`config.mk`:
```
export PLATFORM = sky130hd
export DESIGN_NAME = circle_chain_code_tracer
export DESIGN_NICKNAME = d
export VERILOG_FILES = /design/src/cctr_pkg.sv /design/src/circle_chain_code_tracer.sv /design/src/cctr_isqrt.sv
export SDC_FILE = /design/constraint.sdc
export NUM_CORES = 2
export LEC_CHECK = 0
export BUFFER_PORTS_ARGS = -buffer_cell sky130_fd_sc_hd__buf_2
export CORE_MARGIN = 2
export CORE_UTILIZATION = 43
export CTS_CLUSTER_SIZE = 25
export DETAILED_ROUTE_END_ITERATION = 12
export PLACE_DENSITY_LB_ADDON = 0.08
export SLEW_MARGIN = 0
export SYNTH_ARGS = -nofsm -noshare
export SYNTH_HDL_FRONTEND = slang
export SYNTH_HIERARCHICAL = 1
export SYNTH_SLANG_ARGS = --single-unit
```
`constraint.sdc`:
```
create_clock -name clk -period 12.2 [get_ports clk]
set_input_delay 0.61 -clock clk [delete_from_list [all_inputs] [get_ports clk]]
set_output_delay 0.61 -clock clk [all_outputs]
set_load 0.03 [all_outputs]
```
`src/cctr_pkg.sv`:
```
// shared types, constants and direction tables for the circle chain code tracer
`default_nettype none

package cctr_pkg;

	typedef logic [3:0] dir_t;

	localparam dir_t DIR_NONE = 4'd0;
	localparam dir_t DIR_W    = 4'd1;
	localparam dir_t DIR_NW   = 4'd2;
	localparam dir_t DIR_N    = 4'd3;
	localparam dir_t DIR_NE   = 4'd4;
	localparam dir_t DIR_E    = 4'd5;
	localparam dir_t DIR_SE   = 4'd6;
	localparam dir_t DIR_S    = 4'd7;
	localparam dir_t DIR_SW   = 4'd8;

	localparam logic REG_CIRCLE_RADIUS = 1'b0;
	localparam logic REG_ROW_WIDTH     = 1'b1;

	localparam int IN_TDATA_W  = 8;
	localparam int OUT_TDATA_W = 40;

	// square root of (x*x + y*y) * 2^24, one result bit per cycle
	localparam int RAD_W      = 22;
	localparam int ROOT_W     = 23;
	localparam int REM_W      = 25;
	localparam int SQRT_STEPS = 23;
	localparam int CNT_W      = 5;

	typedef logic [ROOT_W-1:0] root_t;

	function automatic logic signed [1:0] dir_dx(input dir_t d);
		logic signed [1:0] v;
		case (d) inside
			DIR_W, DIR_NW, DIR_SW: v = -2'sd1;
			DIR_NE, DIR_E, DIR_SE: v = 2'sd1;
			default:               v = 2'sd0;
		endcase
		return v;
	endfunction

	function automatic logic signed [1:0] dir_dy(input dir_t d);
		logic signed [1:0] v;
		case (d) inside
			DIR_NW, DIR_N, DIR_NE: v = -2'sd1;
			DIR_SE, DIR_S, DIR_SW: v = 2'sd1;
			default:               v = 2'sd0;
		endcase
		return v;
	endfunction

	// fixed sequence for the unit circle
	function automatic dir_t unit_seq(input logic [2:0] i);
		dir_t v;
		case (i) inside
			3'd1, 3'd2: v = DIR_E;
			3'd3, 3'd4: v = DIR_S;
			3'd5, 3'd6: v = DIR_W;
			default:    v = DIR_N;
		endcase
		return v;
	endfunction

endpackage

`default_nettype wire

```
`src/circle_chain_code_tracer.sv`:
```
// top level: traces a digital circle with 8-neighbour chain code, one step per input word
// radius 2 and up: a word runs PREP, ROOT, ERR, PICK and HOLD before the next is taken
// ROOT waits for three bit-serial square roots side by side; result valid once HOLD is left
// radius 1: PREP goes straight to PICK, no square roots
// one output register; a new word is taken while the last result waits
// arst_n clears radius and row width to 1 and puts the trace at (-1,0) with no step taken
`default_nettype none

module circle_chain_code_tracer
	import cctr_pkg::*;
#(
	parameter int MAX_RADIUS = 511
) (
	input  wire logic                   clk,
	input  wire logic                   arst_n,
	input  wire logic                   cfg_we,
	input  wire logic                   cfg_index,
	input  wire logic [15:0]            cfg_data,
	input  wire logic                   s_axis_tvalid,
	output logic                        s_axis_tready,
	input  wire logic [IN_TDATA_W-1:0]  s_axis_tdata,  // restart
	output logic                        m_axis_tvalid,
	input  wire logic                   m_axis_tready,
	output logic [OUT_TDATA_W-1:0]      m_axis_tdata,  // direction, pixel_offset, step_index
	output logic                        m_axis_tlast   // last
);

	localparam logic [2:0] ST_IDLE = 3'd0;
	localparam logic [2:0] ST_PREP = 3'd1;
	localparam logic [2:0] ST_ROOT = 3'd2;
	localparam logic [2:0] ST_ERR  = 3'd3;
	localparam logic [2:0] ST_PICK = 3'd4;
	localparam logic [2:0] ST_HOLD = 3'd5;

	function automatic logic [8:0] clamp_radius(input logic [8:0] r);
		logic [9:0] rmax;
		logic [8:0] v;
		rmax = 10'(MAX_RADIUS);
		if (r == 9'd0) begin
			v = 9'd1;
		end else if ({1'b0, r} > rmax) begin
			v = rmax[8:0];
		end else begin
			v = r;
		end
		return v;
	endfunction

	function automatic logic signed [17:0] offset_of(input dir_t d, input logic [15:0] w);
		logic signed [17:0] wx;
		logic signed [17:0] v;
		wx = $signed({2'b00, w});
		case (d)
			DIR_W:   v = -18'sd1;
			DIR_NW:  v = -wx - 18'sd1;
			DIR_N:   v = -wx;
			DIR_NE:  v = -wx + 18'sd1;
			DIR_E:   v = 18'sd1;
			DIR_SE:  v = wx + 18'sd1;
			DIR_S:   v = wx;
			default: v = wx - 18'sd1;
		endcase
		return v;
	endfunction

	logic [2:0]         state_q;
	logic [8:0]         radius_q;
	logic [15:0]        width_q;
	logic [10:0]        pos_x_q;
	logic [10:0]        pos_y_q;
	dir_t               prev_q;
	logic [11:0]        count_q;
	logic               out_valid_q;

	dir_t               cand_q [3];
	logic               first_q;
	root_t              err_q [3];
	dir_t               res_dir_q;
	logic signed [17:0] res_off_q;
	logic [11:0]        res_idx_q;
	logic               res_last_q;
	dir_t               out_dir_q;
	logic signed [17:0] out_off_q;
	logic [11:0]        out_idx_q;
	logic               out_last_q;

	logic [8:0]         eff_r;
	logic [10:0]        start_x;
	logic [10:0]        cfg_start_x;
	logic               at_start;
	logic               do_start;
	logic               r_one;
	logic               in_acc;
	logic               out_free;
	logic               first;
	dir_t               cand_d [3];
	logic [RAD_W-1:0]   rad [3];
	root_t              root [3];
	logic [2:0]         done;
	root_t              tgt;
	dir_t               pick_dir;
	root_t              best_e;
	logic signed [1:0]  pick_dx;
	logic signed [1:0]  pick_dy;
	logic [10:0]        nx;
	logic [10:0]        ny;

	assign eff_r       = clamp_radius(radius_q);
	assign start_x     = 11'd0 - {2'b00, eff_r};
	assign cfg_start_x = 11'd0 - {2'b00, clamp_radius(cfg_data[8:0])};
	assign at_start    = (pos_x_q == start_x) && (pos_y_q == 11'd0);
	assign do_start    = s_axis_tdata[0] || (prev_q == DIR_NONE) || (prev_q > DIR_SW) ||
	                     (at_start && (count_q != 12'd0));
	assign r_one       = eff_r == 9'd1;
	assign in_acc      = s_axis_tvalid && s_axis_tready;
	assign out_free    = !out_valid_q || m_axis_tready;
	assign first       = (count_q == 12'd0) && (prev_q == DIR_NONE);
	assign tgt         = {2'b00, eff_r, 12'd0};

	always_comb begin
		cand_d[0] = first ? DIR_N : ((prev_q == DIR_W) ? DIR_SW : prev_q - 4'd1);
		cand_d[1] = first ? DIR_NE : prev_q;
		cand_d[2] = (prev_q == DIR_SW) ? DIR_W : prev_q + 4'd1;
	end

	// candidate squared distances and one root unit per candidate
	for (genvar k = 0; k < 3; k++) begin : g_cand
		logic signed [11:0] cx;
		logic signed [11:0] cy;
		logic signed [23:0] sqx;
		logic signed [23:0] sqy;
		logic signed [1:0]  dx;
		logic signed [1:0]  dy;

		assign dx  = dir_dx(cand_d[k]);
		assign dy  = dir_dy(cand_d[k]);
		assign cx  = $signed({pos_x_q[10], pos_x_q}) + {{10{dx[1]}}, dx};
		assign cy  = $signed({pos_y_q[10], pos_y_q}) + {{10{dy[1]}}, dy};
		assign sqx = cx * cx;
		assign sqy = cy * cy;
		assign rad[k] = sqx[RAD_W-1:0] + sqy[RAD_W-1:0];

		cctr_isqrt u_isqrt (
			.clk      (clk),
			.arst_n   (arst_n),
			.start    ((state_q == ST_PREP) && !r_one),
			.radicand (rad[k]),
			.done     (done[k]),
			.root     (root[k])
		);
	end

	always_comb begin
		pick_dir = cand_q[0];
		best_e   = err_q[0];
		if (err_q[1] < best_e) begin
			pick_dir = cand_q[1];
			best_e   = err_q[1];
		end
		if (!first_q && (err_q[2] < best_e)) begin
			pick_dir = cand_q[2];
		end
		if (r_one) begin
			pick_dir = unit_seq(count_q[2:0]);
		end
		pick_dx = dir_dx(pick_dir);
		pick_dy = dir_dy(pick_dir);
		nx = pos_x_q + {{9{pick_dx[1]}}, pick_dx};
		ny = pos_y_q + {{9{pick_dy[1]}}, pick_dy};
	end

	always_ff @(posedge clk or negedge arst_n) begin
		if (!arst_n) begin
			state_q     <= ST_IDLE;
			radius_q    <= 9'd1;
			width_q     <= 16'd1;
			pos_x_q     <= 11'h7ff;
			pos_y_q     <= 11'd0;
			prev_q      <= DIR_NONE;
			count_q     <= 12'd0;
			out_valid_q <= 1'b0;
		end else begin
			if (cfg_we) begin
				unique case (cfg_index)
					REG_CIRCLE_RADIUS: begin
						radius_q <= cfg_data[8:0];
						pos_x_q  <= cfg_start_x;
						pos_y_q  <= 11'd0;
						prev_q   <= DIR_NONE;
						count_q  <= 12'd0;
					end
					REG_ROW_WIDTH: begin
						width_q <= cfg_data;
					end
					default: begin
					end
				endcase
			end

			if ((state_q == ST_HOLD) && out_free) begin
				out_valid_q <= 1'b1;
			end else if (m_axis_tready) begin
				out_valid_q <= 1'b0;
			end

			unique case (state_q)
				ST_IDLE: begin
					if (in_acc) begin
						if (do_start) begin
							pos_x_q <= start_x;
							pos_y_q <= 11'd0;
							prev_q  <= DIR_NONE;
							count_q <= 12'd0;
						end
						state_q <= ST_PREP;
					end
				end
				ST_PREP: begin
					state_q <= r_one ? ST_PICK : ST_ROOT;
				end
				ST_ROOT: begin
					if (&done) begin
						state_q <= ST_ERR;
					end
				end
				ST_ERR: begin
					state_q <= ST_PICK;
				end
				ST_PICK: begin
					pos_x_q <= nx;
					pos_y_q <= ny;
					prev_q  <= pick_dir;
					if (count_q != 12'hfff) begin
						count_q <= count_q + 12'd1;
					end
					state_q <= ST_HOLD;
				end
				ST_HOLD: begin
					if (out_free) begin
						state_q <= ST_IDLE;
					end
				end
				default: begin
					state_q <= ST_IDLE;
				end
			endcase
		end
	end

	always_ff @(posedge clk) begin
		if (state_q == ST_PREP) begin
			cand_q  <= cand_d;
			first_q <= first;
		end
		if (state_q == ST_ERR) begin
			for (int k = 0; k < 3; k++) begin
				err_q[k] <= (root[k] > tgt) ? root[k] - tgt : tgt - root[k];
			end
		end
		if (state_q == ST_PICK) begin
			res_dir_q  <= pick_dir;
			res_off_q  <= offset_of(pick_dir, width_q);
			res_idx_q  <= (count_q != 12'hfff) ? count_q + 12'd1 : count_q;
			res_last_q <= (nx == start_x) && (ny == 11'd0);
		end
		if ((state_q == ST_HOLD) && out_free) begin
			out_dir_q  <= res_dir_q;
			out_off_q  <= res_off_q;
			out_idx_q  <= res_idx_q;
			out_last_q <= res_last_q;
		end
	end

	assign s_axis_tready = state_q == ST_IDLE;
	assign m_axis_tvalid = out_valid_q;
	assign m_axis_tdata  = {6'd0, out_idx_q, out_off_q, out_dir_q};
	assign m_axis_tlast  = out_last_q;

endmodule

`default_nettype wire

```
`src/cctr_isqrt.sv`:
```
// bit-serial integer square root of a radicand followed by 24 zero bits
`default_nettype none

module cctr_isqrt
	import cctr_pkg::*;
(
	input  wire logic             clk,
	input  wire logic             arst_n,
	input  wire logic             start,
	input  wire logic [RAD_W-1:0] radicand,
	output logic                  done,
	output root_t                 root
);

	logic [RAD_W-1:0] rad_q;
	logic [REM_W-1:0] rem_q;
	root_t            root_q;
	logic [CNT_W-1:0] cnt_q;
	logic [REM_W+1:0] shifted;
	logic [REM_W+1:0] trial;
	logic [REM_W+1:0] diff;
	logic             fits;

	always_comb begin
		shifted = {rem_q, rad_q[RAD_W-1 -: 2]};
		trial   = {2'b00, root_q, 2'b01};
		fits    = shifted >= trial;
		diff    = shifted - trial;
	end

	always_ff @(posedge clk or negedge arst_n) begin
		if (!arst_n) begin
			cnt_q <= '0;
		end else if (start) begin
			cnt_q <= CNT_W'(SQRT_STEPS);
		end else if (cnt_q != '0) begin
			cnt_q <= cnt_q - 1'b1;
		end
	end

	always_ff @(posedge clk) begin
		if (start) begin
			rad_q  <= radicand;
			rem_q  <= '0;
			root_q <= '0;
		end else if (cnt_q != '0) begin
			rad_q  <= {rad_q[RAD_W-3:0], 2'b00};
			rem_q  <= fits ? diff[REM_W-1:0] : shifted[REM_W-1:0];
			root_q <= {root_q[ROOT_W-2:0], fits};
		end
	end

	assign done = cnt_q == '0;
	assign root = root_q;

endmodule

`default_nettype wire

```
==> results_dict.tcl <==
set metrics [dict create \
    routedWlPerCell_um 18.2 \
    insertion_delay_ps 670 \
    route.final.wire_length_um 152000 \
    start_kind "register" \
    finalHoldViolCount 0 \
    ys_dominant_reg_cell "sky130_fd_sc_hd__edfxtp_1" \
    worst-slew-pin-transition_ps 1130 \
    synth_area_leaders "sky130_fd_sc_hd__fa_1 26%, sky130_fd_sc_hd__ha_1 12%, sky130_fd_sc_hd__edfxtp_1 11%" \
    first_pass_iters 5 \
    synthesized_cell_area_um2 59100 \
    critical-path-max-stage-delay_ps 590 \
    timing_worst_setup_path_type "reg -> reg" \
    max-clock-path-buffers 3 \
    die_area_um2 140000 \
    slowest_stage "sky130_fd_sc_hd__fa_1" \
    path_delay_family "adder cells" \
    placeableCoreArea_um2 137000 \
    tritoncts.num_buffers 54 \
    gpl.final_weighted_congestion 0.880 \
    dp_hpwl_um 122000 \
    hp-class "in -> reg" \
    synthCells 6518 \
    drt_iter0_markers 2568 \
    synth-warning-count 6 \
    final.period_utilization 0.929 \
    place_ws_ps 236 \
    portion_of_synthesized_cell_area_occupied_by_the_leading_cell_type 0.264 \
    worst_clock_skew_ps 32.5 \
    grt_max_degree 140 \
    cts_root_buffer "sky130_fd_sc_hd__clkbuf_16" \
    buffer_ports.inserted 59 \
    yosysTopAreaCell "sky130_fd_sc_hd__fa_1" \
    grt_antenna_before_repair 13 \
    status "complete, no violations" \
    synth.avg_cell_area_um2 9.06 \
    worst_path_bufs_invs 10 \
    slew-limit-headroom 0.244 \
    cp-end-kind "register" \
    final_global_route_overflow_total 0 \
    post_drt_via_cell_ratio 5.23 \
    path_common_cell "sky130_fd_sc_hd__fa_1" \
    top_level_ports 73 \
    synth_async_sr_flop_share 0.185 \
    fp.dieH_um 375 \
    timing.fmax_mhz 88.2 \
    crit_required_ps 12590 \
    count_of_final_setup_violators 0 \
    timing.final.max_slew_violations 0 \
    synth_seq_cells 444 \
    chipWidth_um 375 \
    share_of_final_layout_standard_cells_stronger_than_drive_strength_1 0.0652 \
    ys_seq_area_frac 0.195 \
    grt_pass1_wl_um 248000 \
    grt_usage 0.221 \
    first_global_vias 44700 \
    critPathMaxFanout 10 \
    fin_ws_ps 862 \
    floorplan.rows 136 \
    detailroute.via_count 43700 \
    unique_masters_post_synth 101 \
    htree_levels 2 \
    arrival_ps 11730 \
    numClockSinks 444 \
    max-cap-violations 0 \
    worst_setup_hold_path_clk_slew_ps 60 \
    layout.nets 7880 \
    synth_edf_count 218 \
    initial_core_util 0.431 \
    fill_cells 13300 \
    period_minus_slack_ps 11340 \
    drc 0 \
    grt_setup_unrepaired "yes" \
    antenna_left 0 \
    cts_tree "done" \
    syn_to_final_growth_pct 7.28 \
]
[layout make-up]
type / count / area, um2 / share of cell area
Multi-Input combinational cell: 4597 / 42100 / 0.664
Sequential cell: 444 / 11500 / 0.181
Inverter: 1276 / 4790 / 0.0756
Tap cell: 1794 / 2240 / 0.0354
Clock buffer: 81 / 1600 / 0.0252
Timing Repair Buffer: 150 / 996 / 0.0157
Clock inverter: 21 / 179 / 0.00282
Antenna cell: 3 / 7.51 / 0.000118
[what timing repair did]
item                                   in CTS  in global routing
gates resized for setup                     0                 12
setup buffers                               0                  2
setup endpoints to repair                   0                  8
hold buffers                                1                  0
endpoints found under the hold margin      15                  0
[path summary, 6_finish.rpt]
path,start,to,slack (ps),depth (start not counted)
worst max-delay path,count_q[0],g_cand[0].u_isqrt/rad_q[19],860,50
worst min-delay path,cfg_data[11],width_q[11],180,2
worst max register to register,count_q[0],g_cand[0].u_isqrt/rad_q[19],860,50
worst min register to register,res_off_q[6],out_off_q[6],410,0
max in group asynchronous,arst_n,prev_q[2],10500,3
min in group asynchronous,arst_n,g_cand[1].u_isqrt/cnt_q[4],410,2
[placed cells by master, fill, tap and decap left out, drive strengths merged, types with 99 or more instances in the layout]
cell type / count
nor3: 142
a21oi: 378
dfxtp: 144
edfxtp: 218
nor2: 474
o21ai: 210
a21o: 99
xor2: 112
xnor2: 258
nand2: 563
ha: 547
buf: 149
inv: 1260
fa: 780
[cells in the mapped netlist, types with 14 or more instances]
cell type / number
sky130_fd_sc_hd__nor3_1: 140
sky130_fd_sc_hd__clkinv_1: 19
sky130_fd_sc_hd__nand2_1: 563
sky130_fd_sc_hd__nand4_1: 42
sky130_fd_sc_hd__nor2b_1: 28
sky130_fd_sc_hd__nor2_1: 471
sky130_fd_sc_hd__o21ai_0: 204
sky130_fd_sc_hd__a21oi_1: 368
sky130_fd_sc_hd__o21a_1: 34
sky130_fd_sc_hd__or2_2: 16
sky130_fd_sc_hd__a221oi_1: 19
sky130_fd_sc_hd__xnor2_1: 257
sky130_fd_sc_hd__a31oi_1: 26
sky130_fd_sc_hd__xor2_1: 112
sky130_fd_sc_hd__a31o_2: 14
sky130_fd_sc_hd__mux2i_1: 26
sky130_fd_sc_hd__mux2_2: 85
sky130_fd_sc_hd__buf_2: 27
sky130_fd_sc_hd__or3_1: 32
sky130_fd_sc_hd__clkbuf_1: 152
sky130_fd_sc_hd__ha_1: 547
sky130_fd_sc_hd__dfrtp_1: 69
sky130_fd_sc_hd__nand3_1: 54
sky130_fd_sc_hd__a211oi_1: 66
sky130_fd_sc_hd__nand3b_1: 15
sky130_fd_sc_hd__o211ai_1: 23
sky130_fd_sc_hd__and3_1: 48
sky130_fd_sc_hd__and2_1: 80
sky130_fd_sc_hd__o21bai_1: 54
sky130_fd_sc_hd__and4_1: 23
sky130_fd_sc_hd__a21o_1: 99
sky130_fd_sc_hd__fa_1: 780
sky130_fd_sc_hd__buf_1: 17
sky130_fd_sc_hd__nand2b_1: 45
sky130_fd_sc_hd__inv_1: 1257
sky130_fd_sc_hd__a22oi_1: 21
sky130_fd_sc_hd__nor4_1: 74
sky130_fd_sc_hd__nor3b_1: 16
sky130_fd_sc_hd__edfxtp_1: 218
sky130_fd_sc_hd__dfxtp_1: 144
sky130_fd_sc_hd__or4_1: 15
sky130_fd_sc_hd__o31ai_1: 28
[metal layers]
layer | global-route usage | wire length, um | vias up | part of all wire
li1 | - | - | 21300 | -
met3 | 0.0220 | 6050 | 169 | 0.040
met1 | 0.319 | 72500 | 21500 | 0.48
met4 | 0.0496 | 3240 | 2 | 0.021
met5 | 0 | 13 | - | 0.000086
met2 | 0.356 | 70100 | 813 | 0.46
[logic make-up (layout without fill, tap and decap cells)]
kind of cell	count (synthesis)	in the layout	share of synthesized area
buffers and inverters	1482	1528	0.0954
other	1	9	0.0000635
XOR/XNOR	371	371	0.0554
flip-flops	444	444	0.195
AND/OR/NAND/NOR	1694	1694	0.136
AO/OA/AOI/OAI	1087	1087	0.117
adder cells (fa/ha/maj)	1327	1327	0.380
multiplexers	112	112	0.0210
[flip-flops by register name, indices dropped and copies added, names as in the netlist, 3 cells and up]
signal and flops:
g_cand.u_isqrt/rem_q 75, out_idx_q 12, res_idx_q 12, g_cand.u_isqrt/cnt_q 15
g_cand.u_isqrt/root 69, prev_q 4, err_q 69, width_q 16
res_off_q 18, cand_q 12, res_dir_q 4, pos_y_q 11
out_off_q 18, pos_x_q 11, radius_q 9, state_q 3
out_dir_q 4, g_cand.u_isqrt/rad_q 66, count_q 12
[stage by stage]
step / setup TNS, ps / util / hold WS [ps] / cell area [um2] / instances
3_5_place_dp: 0 / 0.449 / 405 / 61500 / 8258
5_1_grt: -41.2 / 0.463 / 155 / 63400 / 8366
6_report: 0 / 0.463 / 176 / 63400 / 8366
4_1_cts: 0 / 0.462 / 124 / 63300 / 8361
2_1_floorplan: 0 / - / 314 / 59100 / 6523
3_3_place_gp: 0 / 0.449 / 401 / 61500 / 8258
Power is not shown: default switching activity piles up to over one toggle a cycle in this logic, so the estimate is an artifact.
